--- src/hw/rtl/sdgr_pkg.sv ---
// Shared types, constants and the glyph table for the scaled digit glyph renderer.
// No dependencies; every other file imports this package.
package sdgr_pkg;

  localparam int COORD_BITS    = 12;
  localparam int GLYPH_ROWS    = 5;
  localparam int GLYPH_COLS    = 3;
  localparam int GLYPH_CELLS   = GLYPH_ROWS * GLYPH_COLS;
  localparam int CELL_SCALE    = 3;
  localparam int GLYPH_COUNT   = 11;
  localparam int GLYPH_IDX_BITS = $clog2(GLYPH_COUNT);
  localparam int QUEUE_DEPTH   = 2;
  localparam int QPTR_BITS     = $clog2(QUEUE_DEPTH);
  localparam int QCNT_BITS     = $clog2(QUEUE_DEPTH + 1);

  localparam logic [COORD_BITS-1:0] GLYPH_ADVANCE = COORD_BITS'(15);
  localparam logic [COORD_BITS-1:0] SPACE_ADVANCE = COORD_BITS'(10);

  localparam logic [7:0] CHAR_SPACE = 8'h20;
  localparam logic [7:0] CHAR_SLASH = 8'h2F;
  localparam logic [7:0] CHAR_ZERO  = 8'h30;
  localparam logic [7:0] CHAR_NINE  = 8'h39;
  localparam logic [GLYPH_IDX_BITS-1:0] SLASH_GLYPH = GLYPH_IDX_BITS'(10);

  localparam logic [31:0] DRAW_COLOR_RESET = 32'h00FF_FFFF;

  // Rows top to bottom, leftmost column in the most significant bit of each row
  localparam logic [GLYPH_CELLS-1:0] GLYPH_ROM [GLYPH_COUNT] = '{
    15'b111_101_101_101_111,
    15'b010_110_010_010_111,
    15'b111_001_111_100_111,
    15'b111_001_111_001_111,
    15'b101_101_111_001_001,
    15'b111_100_111_001_111,
    15'b111_100_111_101_111,
    15'b111_001_001_001_001,
    15'b111_101_111_101_111,
    15'b111_101_111_001_001,
    15'b001_010_100_010_001
  };

  typedef struct packed {
    logic                  start_of_string;
    logic [COORD_BITS-1:0] start_x;
    logic [COORD_BITS-1:0] start_y;
    logic [7:0]            char_code;
  } in_item_t;

  typedef struct packed {
    logic [COORD_BITS-1:0] block_x;
    logic [COORD_BITS-1:0] block_y;
    logic [31:0]           block_color;
    logic                  last_block;
  } out_item_t;

  typedef struct packed {
    logic [COORD_BITS-1:0]  pen_x;
    logic [COORD_BITS-1:0]  pen_y;
    logic [GLYPH_CELLS-1:0] cells;
  } glyph_job_t;

  typedef struct packed {
    logic valid;
    logic full;
  } queue_status_t;

endpackage

--- src/hw/rtl/sdgr_front.sv ---
// Front end: accepts character words, tracks the pen and queues glyph jobs.
// Depends on sdgr_pkg.
module sdgr_front (
  input  logic                clk,
  input  logic                rst,
  input  logic                in_valid,
  output logic                in_stall,
  input  sdgr_pkg::in_item_t  in_data,
  input  logic                q_full,
  output logic                q_push,
  output sdgr_pkg::glyph_job_t q_job
);
  import sdgr_pkg::*;

  logic [COORD_BITS-1:0]     pen_x;
  logic [COORD_BITS-1:0]     pen_y;
  logic [COORD_BITS-1:0]     pen_x_next;
  logic [COORD_BITS-1:0]     base_x;
  logic [COORD_BITS-1:0]     base_y;
  logic                      accept;
  logic                      is_digit;
  logic                      is_glyph;
  logic [GLYPH_IDX_BITS-1:0] glyph_idx;

  assign in_stall = q_full;
  assign accept   = in_valid && !in_stall;

  assign base_x = in_data.start_of_string ? in_data.start_x : pen_x;
  assign base_y = in_data.start_of_string ? in_data.start_y : pen_y;

  always_comb begin
    logic [7:0] offset;
    offset    = in_data.char_code - CHAR_ZERO;
    is_digit  = in_data.char_code inside {[CHAR_ZERO:CHAR_NINE]};
    is_glyph  = is_digit || (in_data.char_code == CHAR_SLASH);
    glyph_idx = is_digit ? offset[GLYPH_IDX_BITS-1:0] : SLASH_GLYPH;
  end

  always_comb begin
    if (is_glyph) begin
      pen_x_next = base_x + GLYPH_ADVANCE;
    end else if (in_data.char_code == CHAR_SPACE) begin
      pen_x_next = base_x + SPACE_ADVANCE;
    end else begin
      pen_x_next = base_x;
    end
  end

  assign q_push      = accept && is_glyph;
  assign q_job.pen_x = base_x;
  assign q_job.pen_y = base_y;
  assign q_job.cells = GLYPH_ROM[glyph_idx];

  always_ff @(posedge clk) begin
    if (rst) begin
      pen_x <= '0;
      pen_y <= '0;
    end else if (accept) begin
      pen_x <= pen_x_next;
      pen_y <= base_y;
    end
  end

endmodule

--- src/hw/rtl/sdgr_queue.sv ---
// Short job queue between front and back end, register based.
// Depends on sdgr_pkg.
module sdgr_queue (
  input  logic                   clk,
  input  logic                   rst,
  input  logic                   push,
  input  sdgr_pkg::glyph_job_t   push_job,
  input  logic                   pop,
  output sdgr_pkg::glyph_job_t   head_job,
  output sdgr_pkg::queue_status_t status
);
  import sdgr_pkg::*;

  glyph_job_t           entries [QUEUE_DEPTH];
  logic [QPTR_BITS-1:0] wr_ptr;
  logic [QPTR_BITS-1:0] rd_ptr;
  logic [QCNT_BITS-1:0] count;
  logic                 do_push;
  logic                 do_pop;

  assign status.valid = (count != '0);
  assign status.full  = (count == QCNT_BITS'(QUEUE_DEPTH));
  assign do_push      = push && !status.full;
  assign do_pop       = pop && status.valid;
  assign head_job     = entries[rd_ptr];

  always_ff @(posedge clk) begin
    if (do_push) begin
      entries[wr_ptr] <= push_job;
    end
  end

  always_ff @(posedge clk) begin
    if (rst) begin
      wr_ptr <= '0;
      rd_ptr <= '0;
      count  <= '0;
    end else begin
      if (do_push) begin
        wr_ptr <= wr_ptr + QPTR_BITS'(1);
      end
      if (do_pop) begin
        rd_ptr <= rd_ptr + QPTR_BITS'(1);
      end
      case ({do_push, do_pop})
        2'b10:   count <= count + QCNT_BITS'(1);
        2'b01:   count <= count - QCNT_BITS'(1);
        default: count <= count;
      endcase
    end
  end

endmodule

--- src/hw/rtl/sdgr_back.sv ---
// Back end: walks the lit cells of one glyph job into an output register, one
// block word per cycle while the output is not stalled. Depends on sdgr_pkg.
module sdgr_back (
  input  logic                   clk,
  input  logic                   rst,
  input  logic [31:0]            draw_color,
  input  logic                   q_valid,
  input  sdgr_pkg::glyph_job_t   q_job,
  output logic                   q_pop,
  output logic                   out_valid,
  input  logic                   out_stall,
  output sdgr_pkg::out_item_t    out_data
);
  import sdgr_pkg::*;

  logic                   active;
  logic [COORD_BITS-1:0]  cur_x;
  logic [COORD_BITS-1:0]  cur_y;
  logic [GLYPH_CELLS-1:0] cells;
  logic [GLYPH_CELLS-1:0] cells_next;
  logic [GLYPH_CELLS-1:0] sel_bit;
  logic [COORD_BITS-1:0]  sel_dx;
  logic [COORD_BITS-1:0]  sel_dy;
  logic                   out_free;
  logic                   emit;
  logic                   emit_last;

  // Pick the first lit cell in row-major order
  always_comb begin
    logic found;
    found   = 1'b0;
    sel_bit = '0;
    sel_dx  = '0;
    sel_dy  = '0;
    for (int r = 0; r < GLYPH_ROWS; r++) begin
      for (int c = 0; c < GLYPH_COLS; c++) begin
        if (!found && cells[GLYPH_CELLS-1-(r*GLYPH_COLS+c)]) begin
          found = 1'b1;
          sel_bit[GLYPH_CELLS-1-(r*GLYPH_COLS+c)] = 1'b1;
          sel_dx = COORD_BITS'(c * CELL_SCALE);
          sel_dy = COORD_BITS'(r * CELL_SCALE);
        end
      end
    end
  end

  assign cells_next = cells & ~sel_bit;
  assign out_free   = !out_valid || !out_stall;
  assign emit       = active && out_free;
  assign emit_last  = emit && (cells_next == '0);
  assign q_pop      = q_valid && (!active || emit_last);

  always_ff @(posedge clk) begin
    if (rst) begin
      active <= 1'b0;
    end else if (q_pop) begin
      active <= 1'b1;
    end else if (emit_last) begin
      active <= 1'b0;
    end
  end

  always_ff @(posedge clk) begin
    if (q_pop) begin
      cur_x <= q_job.pen_x;
      cur_y <= q_job.pen_y;
      cells <= q_job.cells;
    end else if (emit) begin
      cells <= cells_next;
    end
  end

  always_ff @(posedge clk) begin
    if (rst) begin
      out_valid <= 1'b0;
    end else if (emit) begin
      out_valid <= 1'b1;
    end else if (!out_stall) begin
      out_valid <= 1'b0;
    end
  end

  always_ff @(posedge clk) begin
    if (emit) begin
      out_data.block_x     <= cur_x + sel_dx;
      out_data.block_y     <= cur_y + sel_dy;
      out_data.block_color <= draw_color;
      out_data.last_block  <= (cells_next == '0);
    end
  end

endmodule

--- src/hw/rtl/scaled_digit_glyph_renderer.sv ---
// Top level of the scaled digit glyph renderer: colour register, front end,
// job queue and back end. Depends on sdgr_pkg, sdgr_front, sdgr_queue, sdgr_back.
//
// Input channel (in_valid/in_stall/in_data): one character word per cycle while
// in_stall is low; start_of_string loads the pen from start_x/start_y first.
// Digits and '/' draw a 3x5 glyph at three times scale, then move the pen 15
// to the right; a space moves it 10; any other byte leaves the pen alone.
// Output channel (out_valid/out_stall/out_data): one word per lit cell,
// row-major, giving the top-left corner of a 3x3 pixel block and the colour;
// last_block marks the final word of a character.
// An accepted glyph is pushed into the job queue, popped into the back end and
// then registered as block words at the output, one block word per cycle while
// out_stall is low. A glyph holds the back end for its lit-cell count (5 to 13)
// while the two-entry job queue lets the front end keep taking characters.
// in_stall rises only when the queue holds two waiting glyphs.
// Out stall holds the output register; the back end waits behind it.
// cfg_valid/cfg_ready/cfg_data writes draw_color; cfg_ready is always high.
// Reset clears the pen to 0,0, empties the queue and sets the colour to
// 0x00FFFFFF.
module scaled_digit_glyph_renderer (
  input  logic                clk,
  input  logic                rst,
  input  logic                in_valid,
  output logic                in_stall,
  input  sdgr_pkg::in_item_t  in_data,
  output logic                out_valid,
  input  logic                out_stall,
  output sdgr_pkg::out_item_t out_data,
  input  logic                cfg_valid,
  output logic                cfg_ready,
  input  logic [31:0]         cfg_data
);
  import sdgr_pkg::*;

  logic [31:0]   draw_color;
  logic          q_push;
  logic          q_pop;
  glyph_job_t    push_job;
  glyph_job_t    head_job;
  queue_status_t q_status;

  assign cfg_ready = 1'b1;

  always_ff @(posedge clk) begin
    if (rst) begin
      draw_color <= DRAW_COLOR_RESET;
    end else if (cfg_valid && cfg_ready) begin
      draw_color <= cfg_data;
    end
  end

  sdgr_front u_front (
    .clk      (clk),
    .rst      (rst),
    .in_valid (in_valid),
    .in_stall (in_stall),
    .in_data  (in_data),
    .q_full   (q_status.full),
    .q_push   (q_push),
    .q_job    (push_job)
  );

  sdgr_queue u_queue (
    .clk      (clk),
    .rst      (rst),
    .push     (q_push),
    .push_job (push_job),
    .pop      (q_pop),
    .head_job (head_job),
    .status   (q_status)
  );

  sdgr_back u_back (
    .clk        (clk),
    .rst        (rst),
    .draw_color (draw_color),
    .q_valid    (q_status.valid),
    .q_job      (head_job),
    .q_pop      (q_pop),
    .out_valid  (out_valid),
    .out_stall  (out_stall),
    .out_data   (out_data)
  );

  // Reset leaves nothing queued and nothing on the output
  a_reset_empty: assert property (@(posedge clk)
    rst |=> (!out_valid && !q_status.valid))
    else $error("output or queue not empty after reset");

  // The back end only takes a job that is there
  a_pop_valid: assert property (@(posedge clk) disable iff (rst)
    q_pop |-> q_status.valid)
    else $error("job taken from empty queue");

  // A full queue stalls the front end, so nothing is pushed into it
  a_no_push_full: assert property (@(posedge clk) disable iff (rst)
    q_status.full |-> (in_stall && !q_push))
    else $error("push into full queue");

  // A glyph entering an idle path is popped into the back end, then shows its first block
  a_first_block: assert property (@(posedge clk) disable iff (rst)
    (q_push && !q_status.valid && !out_valid && !q_pop) ##1 (q_pop && !out_valid)
    |=> ##1 out_valid)
    else $error("first block of glyph missing");

endmodule

--- config.mk ---
export PLATFORM = sky130hd
export DESIGN_NAME = scaled_digit_glyph_renderer
export DESIGN_NICKNAME = d
export VERILOG_FILES = /design/src/hw/rtl/sdgr_pkg.sv /design/src/hw/rtl/sdgr_front.sv /design/src/hw/rtl/sdgr_queue.sv /design/src/hw/rtl/sdgr_back.sv /design/src/hw/rtl/scaled_digit_glyph_renderer.sv
export SDC_FILE = /design/constraint.sdc
export NUM_CORES = 1
export LEC_CHECK = 0
export BUFFER_PORTS_ARGS = -buffer_cell sky130_fd_sc_hd__buf_2
export CORE_ASPECT_RATIO = 1.1
export CORE_MARGIN = 2
export CORE_UTILIZATION = 42
export CTS_CLUSTER_DIAMETER = 30
export CTS_CLUSTER_SIZE = 14
export DETAILED_ROUTE_END_ITERATION = 10
export PLACE_DENSITY = 0.67
export SKIP_CTS_REPAIR_TIMING = 1
export SYNTH_ARGS = -nofsm -noshare
export SYNTH_HDL_FRONTEND = slang
export SYNTH_HIERARCHICAL = 1
export SYNTH_SLANG_ARGS = --single-unit
--- constraint.sdc ---
create_clock -name clk -period 4.25 [get_ports clk]
set_input_delay 0.425 -clock clk [delete_from_list [all_inputs] [get_ports clk]]
set_output_delay 0.425 -clock clk [all_outputs]
set_load 0.01 [all_outputs]
==> results of run 1 <==
==> kinds of logic (layout without fill, tap and decap cells) <==
kind of cell	after synthesis	count (layout)
xor gates and xnor gates	23	23
other	2	2
buffers and inverters	68	255
and+or+nand+nor	249	249
muxes	71	71
AOI/OAI and AO/OA	128	128
adders and majority gates	21	21
DFF	237	237
==> synthesized netlist by cell type, types with 9 or more instances <==
| library cell | instances |
|---|---|
| xnor2_1 | 14 |
| ha_1 | 17 |
| nor3_1 | 29 |
| mux2_2 | 56 |
| nand2_1 | 37 |
| dfxtp_1 | 63 |
| nor2b_1 | 25 |
| nand3_1 | 22 |
| or3_1 | 9 |
| o21ai_0 | 27 |
| xor2_1 | 9 |
| edfxtp_1 | 174 |
| a21oi_1 | 22 |
| inv_1 | 23 |
| mux2i_1 | 14 |
| a211o_1 | 25 |
| nor2_1 | 68 |
| clkbuf_1 | 15 |
==> per-stage QoR <==
stage | utilization [%] | cells | setup WS (ps) | hold WS [ps] | total power, W
global placement | 46.01 | 1206 | 1056 | 402.4 | 0.002895
global route | 52.82 | 1296 | 760.7 | 90.92 | 0.006812
detailed placement | 46.01 | 1206 | 1004 | 407.2 | 0.002904
CTS | 52.82 | 1296 | 998.3 | 82.51 | 0.006658
floorplan | - | 799 | 976.2 | 400.5 | 0.002810
finish | 52.82 | 1296 | 981.8 | 99.40 | 0.006588
==> report_power, final <==
| group | internal (W) | leakage (nW) | switching (W) |
|---|---|---|---|
| clock network | 0.00245 | 0.794 | 0.00127 |
| logic | 0.000122 | 2.02 | 0.000167 |
| registers | 0.00254 | 2.08 | 0.0000292 |
| total | 0.00512 | 4.89 | 0.00147 |
==> flip-flops by register name (all words and copies together), names as in the netlist, named ones only <==
name and flops:
draw_color 32, u_back/active 1, u_back/cells 15, u_back/cur_x 12, u_back/cur_y 12, u_back/out_data 57, u_back/out_valid 1, u_front/pen_x 12
u_front/pen_y 12, u_queue/count 2, u_queue/entries 78, u_queue/rd_ptr 1, u_queue/wr_ptr 1
==> routing by layer <==
metal	global-route usage, %	vias to the layer above	wire [um]	part of all wire [%]
met3	3.968	33	1477	7.0
li1	-	3273	-	-
met5	0	-	0	0
met1	22.01	3202	9525	45
met4	5.704	0	447	2.1
met2	25.28	245	9618	46
==> how the worst max path moves through the flow <==
stage / start / endpoint / slack (ps) / cells after the start
floorplan: u_back/cells[11] / u_queue/count[1] / 980 / 10
global placement: u_back/cells[11] / u_back/out_data[56] / 1060 / 11
detailed placement: u_back/cells[11] / u_back/out_data[56] / 1000 / 11
CTS: u_back/cells[11] / u_queue/count[1] / 1000 / 10
global route: u_back/cells[7] / u_queue/count[1] / 760 / 10
finish: u_back/cells[11] / u_back/out_data[56] / 980 / 11
==> final cells by class <==
class,count,area (sq um)
Clock inverter,36,381.6
Timing Repair Buffer,138,715.7
Inverter,27,102.6
Sequential cell,237,6486
Multi-Input combinational cell,494,3498
Fill cell,2093,11470
Tap cell,310,387.9
Clock buffer,54,1276
==> cells in the final DEF (no fill, tap or decap), drive strengths merged, types with 12 or more instances in the layout <==
cell type  count
mux2          56
nand2         37
buf          138
a21oi         22
nor2          68
nor3          30
inv           39
clkbuf        54
nor2b         26
mux2i         15
o21ai         28
a211o         25
edfxtp       174
ha            17
nand3         22
xnor2         14
clkinv        12
dfxtp         63
==> results.json, run 1 <==
{
  "vias_per_cell": 5.211,
  "cts_max_level": 2,
  "worstHoldPathCells": 2,
  "routabilityCongestion": 0.8561,
  "avgSynthCellArea_sq_um": 12.95,
  "slew_violations": 0,
  "synth_top_cell_by_area": "edfxtp_1",
  "slowest_delay_ps": 620,
  "timing.rr.end": "u_back/out_data[56]",
  "synthAdderAreaFrac_pct": 2.636,
  "path_delay_family": "simple AND/OR/NAND/NOR gates",
  "ys.flop_type": "edfxtp_1",
  "antennaDiodeCount": 0,
  "p_leak_nw": 4.894,
  "yosys.cell_types.count": 75,
  "num-nets-final": 1035,
  "drc": 0,
  "start_kind": "flop",
  "vias": 6753,
  "dpl.hpwl_um": 14120,
  "drt.antenna.violating_nets": 0,
  "die_y_um": 168.6,
  "worstPathRequired_ps": 4520,
  "final_area_sq_um": 12850,
  "drt_iter0_markers": 408,
  "port_buffers": 128,
  "hold_violations": 0,
  "rr_worst_depth": 11,
  "grt_remaining_overflow": 0,
  "coreArea_sq_um": 24320,
  "hp-class": "primary input to flop",
  "wirelength_um": 21070,
  "synth_edf_count": 174,
  "cts_buffers": 48,
  "clk_root_buffer_cell": "clkbuf_16",
  "final.period_utilization_pct": 76.90,
  "crit_path_max_fanout": 8,
  "dr.pass1.iters": 5,
  "powerDensity_nw_per_um2": 512.8,
  "setup_tns_ps": 0,
  "arrival_ps": 3540,
  "rows": 60,
  "syn_nets": 888,
  "path_clk_slew_ps": 50,
  "synthSimpleGateAreaFrac_pct": 12.46,
  "regToRegStartpoint": "u_back/cells[11]",
  "syn_area_sq_um": 10350,
  "holdPathEnd": "draw_color[1]",
  "rsz0062_at_grt": "no",
  "start_util_pct": 42.54,
  "relSlewSlack_pct": 30.41,
  "worst_path_max_delay_cell": "nor4_1",
  "grt_pass1_vias": 6518,
  "cts_tree": "built",
  "area_growth_pct": 24.19,
  "grt_first_pass_wirelength_um": 33920,
  "irDropWorstVdd_mv": 0.3077,
  "cap_violations": 0,
  "ys_warn_count": 6,
  "async_flop_share_pct": 0,
  "tightest_slew_ps": 1044,
  "avgRoutedWirePerCell_um": 16.26,
  "placed_area_sq_um": 11190,
  "crit_chain": "nor4_1, nand2_1, nor3_1, a22oi_1, o2111ai_1, ha_1, a21o_1, a21oi_1, nor2_1, nand4_1, xnor2_1",
  "clk_latency_ps": 530,
  "fin_skew_ps": 16.45,
  "io_pins": 130,
  "status": "finished clean",
  "fin_crit_ps": 3268,
  "seq_area_frac_synth_pct": 62.69,
  "synth-xor-area-share_pct": 1.947,
  "clock.fmax_mhz": 306.0,
  "clock_sinks": 237,
  "grt_usage_pct": 16.13,
  "synth_compound_gate_area_share_pct": 9.106,
  "synth_top_family_by_area": "simple AND/OR/NAND/NOR gates",
  "synth-seq-cells": 237,
  "die-area_sq_um": 25910,
  "reg2reg_slack_ps": 980,
  "synthMuxAreaShare_pct": 7.583,
  "netlist_instances": 799,
  "grt_max_degree": 58,
  "yosys-top-cells-area": "edfxtp_1 (51%), dfxtp_1 (12%), mux2_2 (6.1%)",
  "end_kind": "flop",
  "setup_viol": 0,
  "drive_gt1_share_pct": 30.73,
  "critPathBufInv": 0,
  "antenna_found_initial": 0,
  "clk_path_buf_depth": 3,
  "die_w_um": 153.6,
  "critical_path_class": "flop to flop",
  "worstHoldStart": "cfg_data[1]",
  "synth.top_cell.area_share_pct": 50.50
}
Power figures use the tool's default switching activity.
==> inputs of run 2 (changes only) <==
Settings changed: ABC_AREA set to 1.
Clock period 4.25 ns to 3.25 ns, I/O delays scaled along.
==> run 2 against run 1 <==
  * Combinational power grew 34%
  * Flip-flop and latch count is the same
  * Via count grew 6.1%
  * Maximum frequency grew 5.9%
==> results.json, run 2 <==
{
  "synth.most_common_cell": "nand2_1",
  "routabilityCongestion": 0.8339,
  "crit_path_max_fanout": 5,
  "hp-class": "primary input to flop",
  "syn_nets": 1073,
  "avgSynthCellArea_sq_um": 10.76,
  "syn_area_sq_um": 10590,
  "seqCellArea_sq_um": 6487,
  "antennaDiodeCount": 0,
  "fin_skew_ps": 21.63,
  "cts_max_level": 2,
  "antenna_found_initial": 0,
  "cap_violations": 0,
  "clock_sinks": 237,
  "multi_input_area_sq_um": 3456,
  "grt_first_pass_wirelength_um": 33330,
  "yosys.cell_types.count": 48,
  "crit_chain": "nor2_4, nand4_4, nor2_8, nand4_4, nor2_4, nand3_2, inv_2, nand2_2, inv_2, nand3_2, nand4_1, buf_4, fa_2, a21oi_1, nor2_1, nand3_1, nor2_2, nand3_2, xnor2_1",
  "worstHoldPathCells": 3,
  "grt_usage_pct": 15.63,
  "cts_buffers": 46,
  "dr.pass1.iters": 5,
  "fin_crit_ps": 3085,
  "reg2reg_slack_ps": 160,
  "synth-seq-cells": 237,
  "wirelength_um": 20670,
  "worstPathRequired_ps": 3530,
  "drc": 0,
  "drt_iter0_markers": 446,
  "synth_top_cell_by_area": "edfxtp_1",
  "regToRegStartpoint": "u_back/cells[13]",
  "die_w_um": 155.4,
  "clock.fmax_mhz": 324.1,
  "finalWorstSetupSlack_ps": 164.9,
  "tightest_slew_ps": 816.0,
  "relSlewSlack_pct": 45.60,
  "rows": 60,
  "fillCellCount": 2098,
  "holdPathEnd": "draw_color[16]",
  "critical_path_class": "flop to flop",
  "io_pins": 130,
  "netlist_instances": 984,
  "cp_common_cell": "nand3_2",
  "worstHoldStart": "cfg_data[16]",
  "area_growth_pct": 25.10,
  "start_util_pct": 43.01,
  "vias": 7162,
  "grt_max_degree": 58,
  "port_buffers": 128,
  "final_cell_mix": "nand2_1 (209), edfxtp_1 (174), buf_2 (128), inv_1 (112), nor2_1 (83)",
  "slew_violations": 0,
  "start_kind": "flop",
  "seq_area_frac_synth_pct": 61.24,
  "arrival_ps": 3370,
  "timing.rr.end": "u_back/out_data[55]",
  "dpl.hpwl_um": 13820,
  "rsz0062_at_grt": "yes",
  "ys.flop_type": "edfxtp_1",
  "setup_viol": 0,
  "dp_slack_ps": 53.42,
  "vias_per_cell": 4.800,
  "reg.largest.list": "u_queue/entries x78, u_back/out_data x57, draw_color x32",
  "irDropWorstVdd_mv": 0.4022,
  "drive_gt1_share_pct": 29.02,
  "clk_path_buf_depth": 3,
  "grt_remaining_overflow": 0,
  "hold_violations": 0,
  "drt.antenna.violating_nets": 0,
  "final.period_utilization_pct": 94.93,
  "yosys-top-cells-area": "edfxtp_1 (49%), dfxtp_1 (12%), nand2_1 (7.5%)",
  "utilization_pct": 53.81,
  "status": "finished clean",
  "avgRoutedWirePerCell_um": 13.86,
  "synth_edf_count": 174,
  "grt_pass1_vias": 6838,
  "async_flop_share_pct": 0,
  "coreArea_sq_um": 24620,
  "slowest_delay_ps": 450,
  "die_y_um": 170.6,
  "end_kind": "flop",
  "path_clk_slew_ps": 50,
  "num-nets-final": 1233,
  "final_area_sq_um": 13250,
  "largest-register": "u_queue/entries",
  "powerDensity_nw_per_um2": 645.1,
  "clk_latency_ps": 550,
  "clk_root_buffer_cell": "clkbuf_16",
  "largest_reg_flops": 78,
  "layout_commonest_cell": "nand2_1",
  "p_leak_nw": 5.606,
  "placed_area_sq_um": 11420,
  "worst_path_max_delay_cell": "edfxtp_1",
  "die-area_sq_um": 26510,
  "ys_warn_count": 6,
  "synth.top_cell.area_share_pct": 49.33,
  "synthTopCellsByCount": "nand2_1 (213), edfxtp_1 (174), inv_1 (116)",
  "cts_tree": "built",
  "rr_worst_depth": 19
}
-- run 2: cell types whose count changed in the layout (fill, tap and decap cells not counted), moves of 26 or more --
cell and change:
nand2_1 +172, nand3_1 +40, mux2_2 -27, nor3_1 -26
inv_1 +89
-- run 2: power by group --
group / total [W] / internal (W) / switching [W]
clock: 0.00480 / 0.00316 / 0.00164
sequential: 0.00336 / 0.00333 / 0.0000341
combinational: 0.000387 / 0.000139 / 0.000248
-- run 2: final cells by class --
type                            instances  area share, %
Sequential cell                       237          48.96
Clock buffer                           50          9.197
Timing Repair Buffer                  148          6.081
Clock inverter                         36          3.173
Inverter                              124          3.579
Tap cell                              310          2.927
Multi-Input combinational cell        587          26.08
-- run 2: worst max-delay path, delay by kind of cell, from the launching register on --
| family | cells | cell delay [ps] |
|---|---|---|
| and+or+nand+nor | 13 | 1730 |
| DFF | 1 | 450 |
| xor gates and xnor gates | 1 | 130 |
| adders and majority gates | 1 | 190 |
| buffers and inverters | 3 | 280 |
| AOI/OAI and AO/OA | 1 | 60 |
-- run 2: logic make-up (layout without fill, tap and decap cells) --
family,after synthesis,in the layout,share of synthesized area [%]
multiplexers,39,39,4.501
XOR/XNOR,23,23,1.902
AND/OR/NAND/NOR,418,418,17.80
other,2,2,0.07091
flip-flops,237,237,61.24
AO/OA/AOI/OAI,86,86,4.903
adder cells (fa/ha/maj),19,19,2.386
buffers and inverters,160,358,7.194
-- run 2: worst max-delay path by stage --
stage | depth (start not counted) | endpoint | startpoint | slack, ps
after floorplan | 22 | u_queue/count[1] | u_back/cells[14] | 70
after global placement | 21 | u_back/out_data[56] | u_back/cells[14] | 170
after detailed placement | 21 | u_back/out_data[56] | u_back/cells[14] | 50
after CTS | 21 | u_back/out_data[56] | u_back/cells[14] | 30
after global routing | 21 | u_back/out_data[56] | u_back/cells[13] | -60
final | 19 | u_back/out_data[55] | u_back/cells[13] | 160
-- run 2: per-stage QoR --
stage	total power, W	hold WS, ps	setup TNS (ps)	instances
after floorplan	0.003680	394.1	0	984
after detailed placement	0.003790	414.6	0	1395
after global routing	0.008857	4.601	-127.1	1492
after CTS	0.008625	-16.39	0	1481
final	0.008548	7.233	0	1492
after global placement	0.003778	410.5	0	1395
-- run 2: per-layer routing --
layer / global-route usage [%] / vias to the layer above / wire, um
li1: - / 3616 / -
met1: 20.33 / 3258 / 9259
met2: 25.36 / 247 / 9407
met3: 3.597 / 41 / 1422
met4: 6.422 / 0 / 585
met5: 0 / - / 0
==> inputs of run 3 (changes only) <==
Settings changed: ABC_AREA 1 to unset.
==> run 3 against run 2 <==
  * Clock power shrank 2%
  * Non-clock buffer count rose by 5
  * Sequential power hardly changed
  * Count of clock-buffer cells in the layout up 8
  * Sequential share of layout area grew 1.1 points
  * Core utilization shrank 0.58 points
  * Global-route usage is 0.44 points higher
  * Cell count fell by 13%
  * Clock skew is 1.0 ps higher
==> results.json, run 3 (synthesized netlist as in run 1, its figures left out) <==
{
  "status": "finished clean",
  "final.period_utilization_pct": 93.52,
  "end_kind": "flop",
  "num-nets-final": 1047,
  "critPathBufInv": 1,
  "reg.largest.list": "u_queue/entries x78, u_back/out_data x57, draw_color x32",
  "cts_max_level": 2,
  "fin_skew_ps": 22.67,
  "placed_area_sq_um": 11290,
  "grt_first_pass_wirelength_um": 33840,
  "clk_path_buf_depth": 3,
  "fillCellCount": 2010,
  "routabilityCongestion": 0.8583,
  "tightest_slew_ps": 1029,
  "critical_path_class": "flop to flop",
  "die_y_um": 168.6,
  "setup_viol": 0,
  "grt_remaining_overflow": 0,
  "clock_sinks": 237,
  "final_cell_mix": "edfxtp_1 (174), buf_2 (128), nor2_1 (68), dfxtp_1 (63), mux2_2 (56)",
  "die-area_sq_um": 25910,
  "layout_commonest_cell": "edfxtp_1",
  "crit_path_max_fanout": 7,
  "slowest_delay_ps": 560,
  "p_sw_share_pct": 21.05,
  "utilization_pct": 53.23,
  "clockPowerShare_pct": 55.7,
  "hold_violations": 0,
  "irDropWorstVdd_mv": 0.4210,
  "path_clk_slew_ps": 50,
  "start_util_pct": 42.54,
  "crit_chain": "or4_4, or4_1, a211oi_2, a31oi_2, clkinv_4, o21a_1, ha_1, or3_1, a21oi_1",
  "worstPathRequired_ps": 3710,
  "port_buffers": 128,
  "largest_reg_flops": 78,
  "p_sw_w": 0.001784,
  "dr.pass1.iters": 5,
  "p_leak_nw": 4.942,
  "pwr-share-comb_pct": 4.6,
  "dpl.hpwl_um": 14070,
  "path_delay_family": "simple AND/OR/NAND/NOR gates",
  "fin_crit_ps": 3039,
  "rsz0062_at_grt": "no",
  "clk_latency_ps": 530,
  "clk_root_buffer_cell": "clkbuf_16",
  "grt_pass1_vias": 6560,
  "drc": 0,
  "antennaDiodeCount": 0,
  "avgRoutedWirePerCell_um": 16.14,
  "antenna_found_initial": 0,
  "drt.antenna.violating_nets": 0,
  "cts_buffers": 45,
  "vias": 6744,
  "largest-register": "u_queue/entries",
  "grt_usage_pct": 16.08,
  "arrival_ps": 3500,
  "whs_ps": 3.494,
  "grt_max_degree": 58,
  "slew_violations": 0,
  "area_growth_pct": 25.14,
  "die_w_um": 153.6,
  "hp-class": "primary input to flop",
  "worst_path_max_delay_cell": "or4_4",
  "io_pins": 130,
  "final_area_sq_um": 12950,
  "cap_violations": 0,
  "rows": 60,
  "seqCellArea_sq_um": 6486,
  "drt_iter0_markers": 443,
  "vias_per_cell": 5.168,
  "coreArea_sq_um": 24320,
  "multi_input_area_sq_um": 3506,
  "powerDensity_nw_per_um2": 654.5,
  "seqPwrFrac_pct": 39.7,
  "start_kind": "flop",
  "relSlewSlack_pct": 31.38,
  "cts_tree": "built",
  "setup_tns_ps": 0,
  "drive_gt1_share_pct": 30.35,
  "wirelength_um": 21060,
  "clock.fmax_mhz": 329.0,
  "p_int_w": 0.006690
}
## run 3: path summary, 6_finish.rpt
check                   from            endpoint  slack (ps)  cells past startpoint
min              cfg_data[2]       draw_color[2]           3                      2
max          u_back/cells[9]    u_queue/count[1]         210                      9
min reg2reg    draw_color[2]  u_back/out_data[3]         420                      0
max reg2reg  u_back/cells[9]    u_queue/count[1]         210                      9
## run 3: layer usage
layer  track usage [%]  part of all wire [%]  vias up
li1                  -                     -     3299
met1             22.05                    45     3163
met2             25.28                    46      246
met3             3.917                   7.1       36
met4             5.225                   1.9        0
met5                 0                     0        -
## run 3: stage by stage
| stage | cells | power [W] | setup WS [ps] |
|---|---|---|---|
| floorplan | 799 | 0.003675 | 78.88 |
| global placement | 1215 | 0.003789 | 230.8 |
| detailed placement | 1215 | 0.003801 | 167.4 |
| CTS | 1299 | 0.008565 | 174.1 |
| global route | 1305 | 0.008775 | 28.82 |
| finish | 1305 | 0.008474 | 210.7 |
## run 3: cell type report
| type | count | area share [%] |
|---|---|---|
| flip-flops and latches | 237 | 50.10 |
| multi-input cells | 494 | 27.08 |
| clock buffers | 58 | 9.876 |
| repair buffers | 153 | 6.707 |
| well taps | 310 | 2.996 |
| clock inverters | 26 | 2.426 |
| inverters | 27 | 0.8214 |
## run 3: power groups by stage
stage / registers, W / clock network, W / logic [W]
floorplan: 0.00341 / 0 / 0.000261
global placement: 0.00342 / 0 / 0.000374
detailed placement: 0.00342 / 0 / 0.000380
CTS: 0.00336 / 0.00482 / 0.000384
global route: 0.00337 / 0.00497 / 0.000431
finish: 0.00336 / 0.00472 / 0.000387
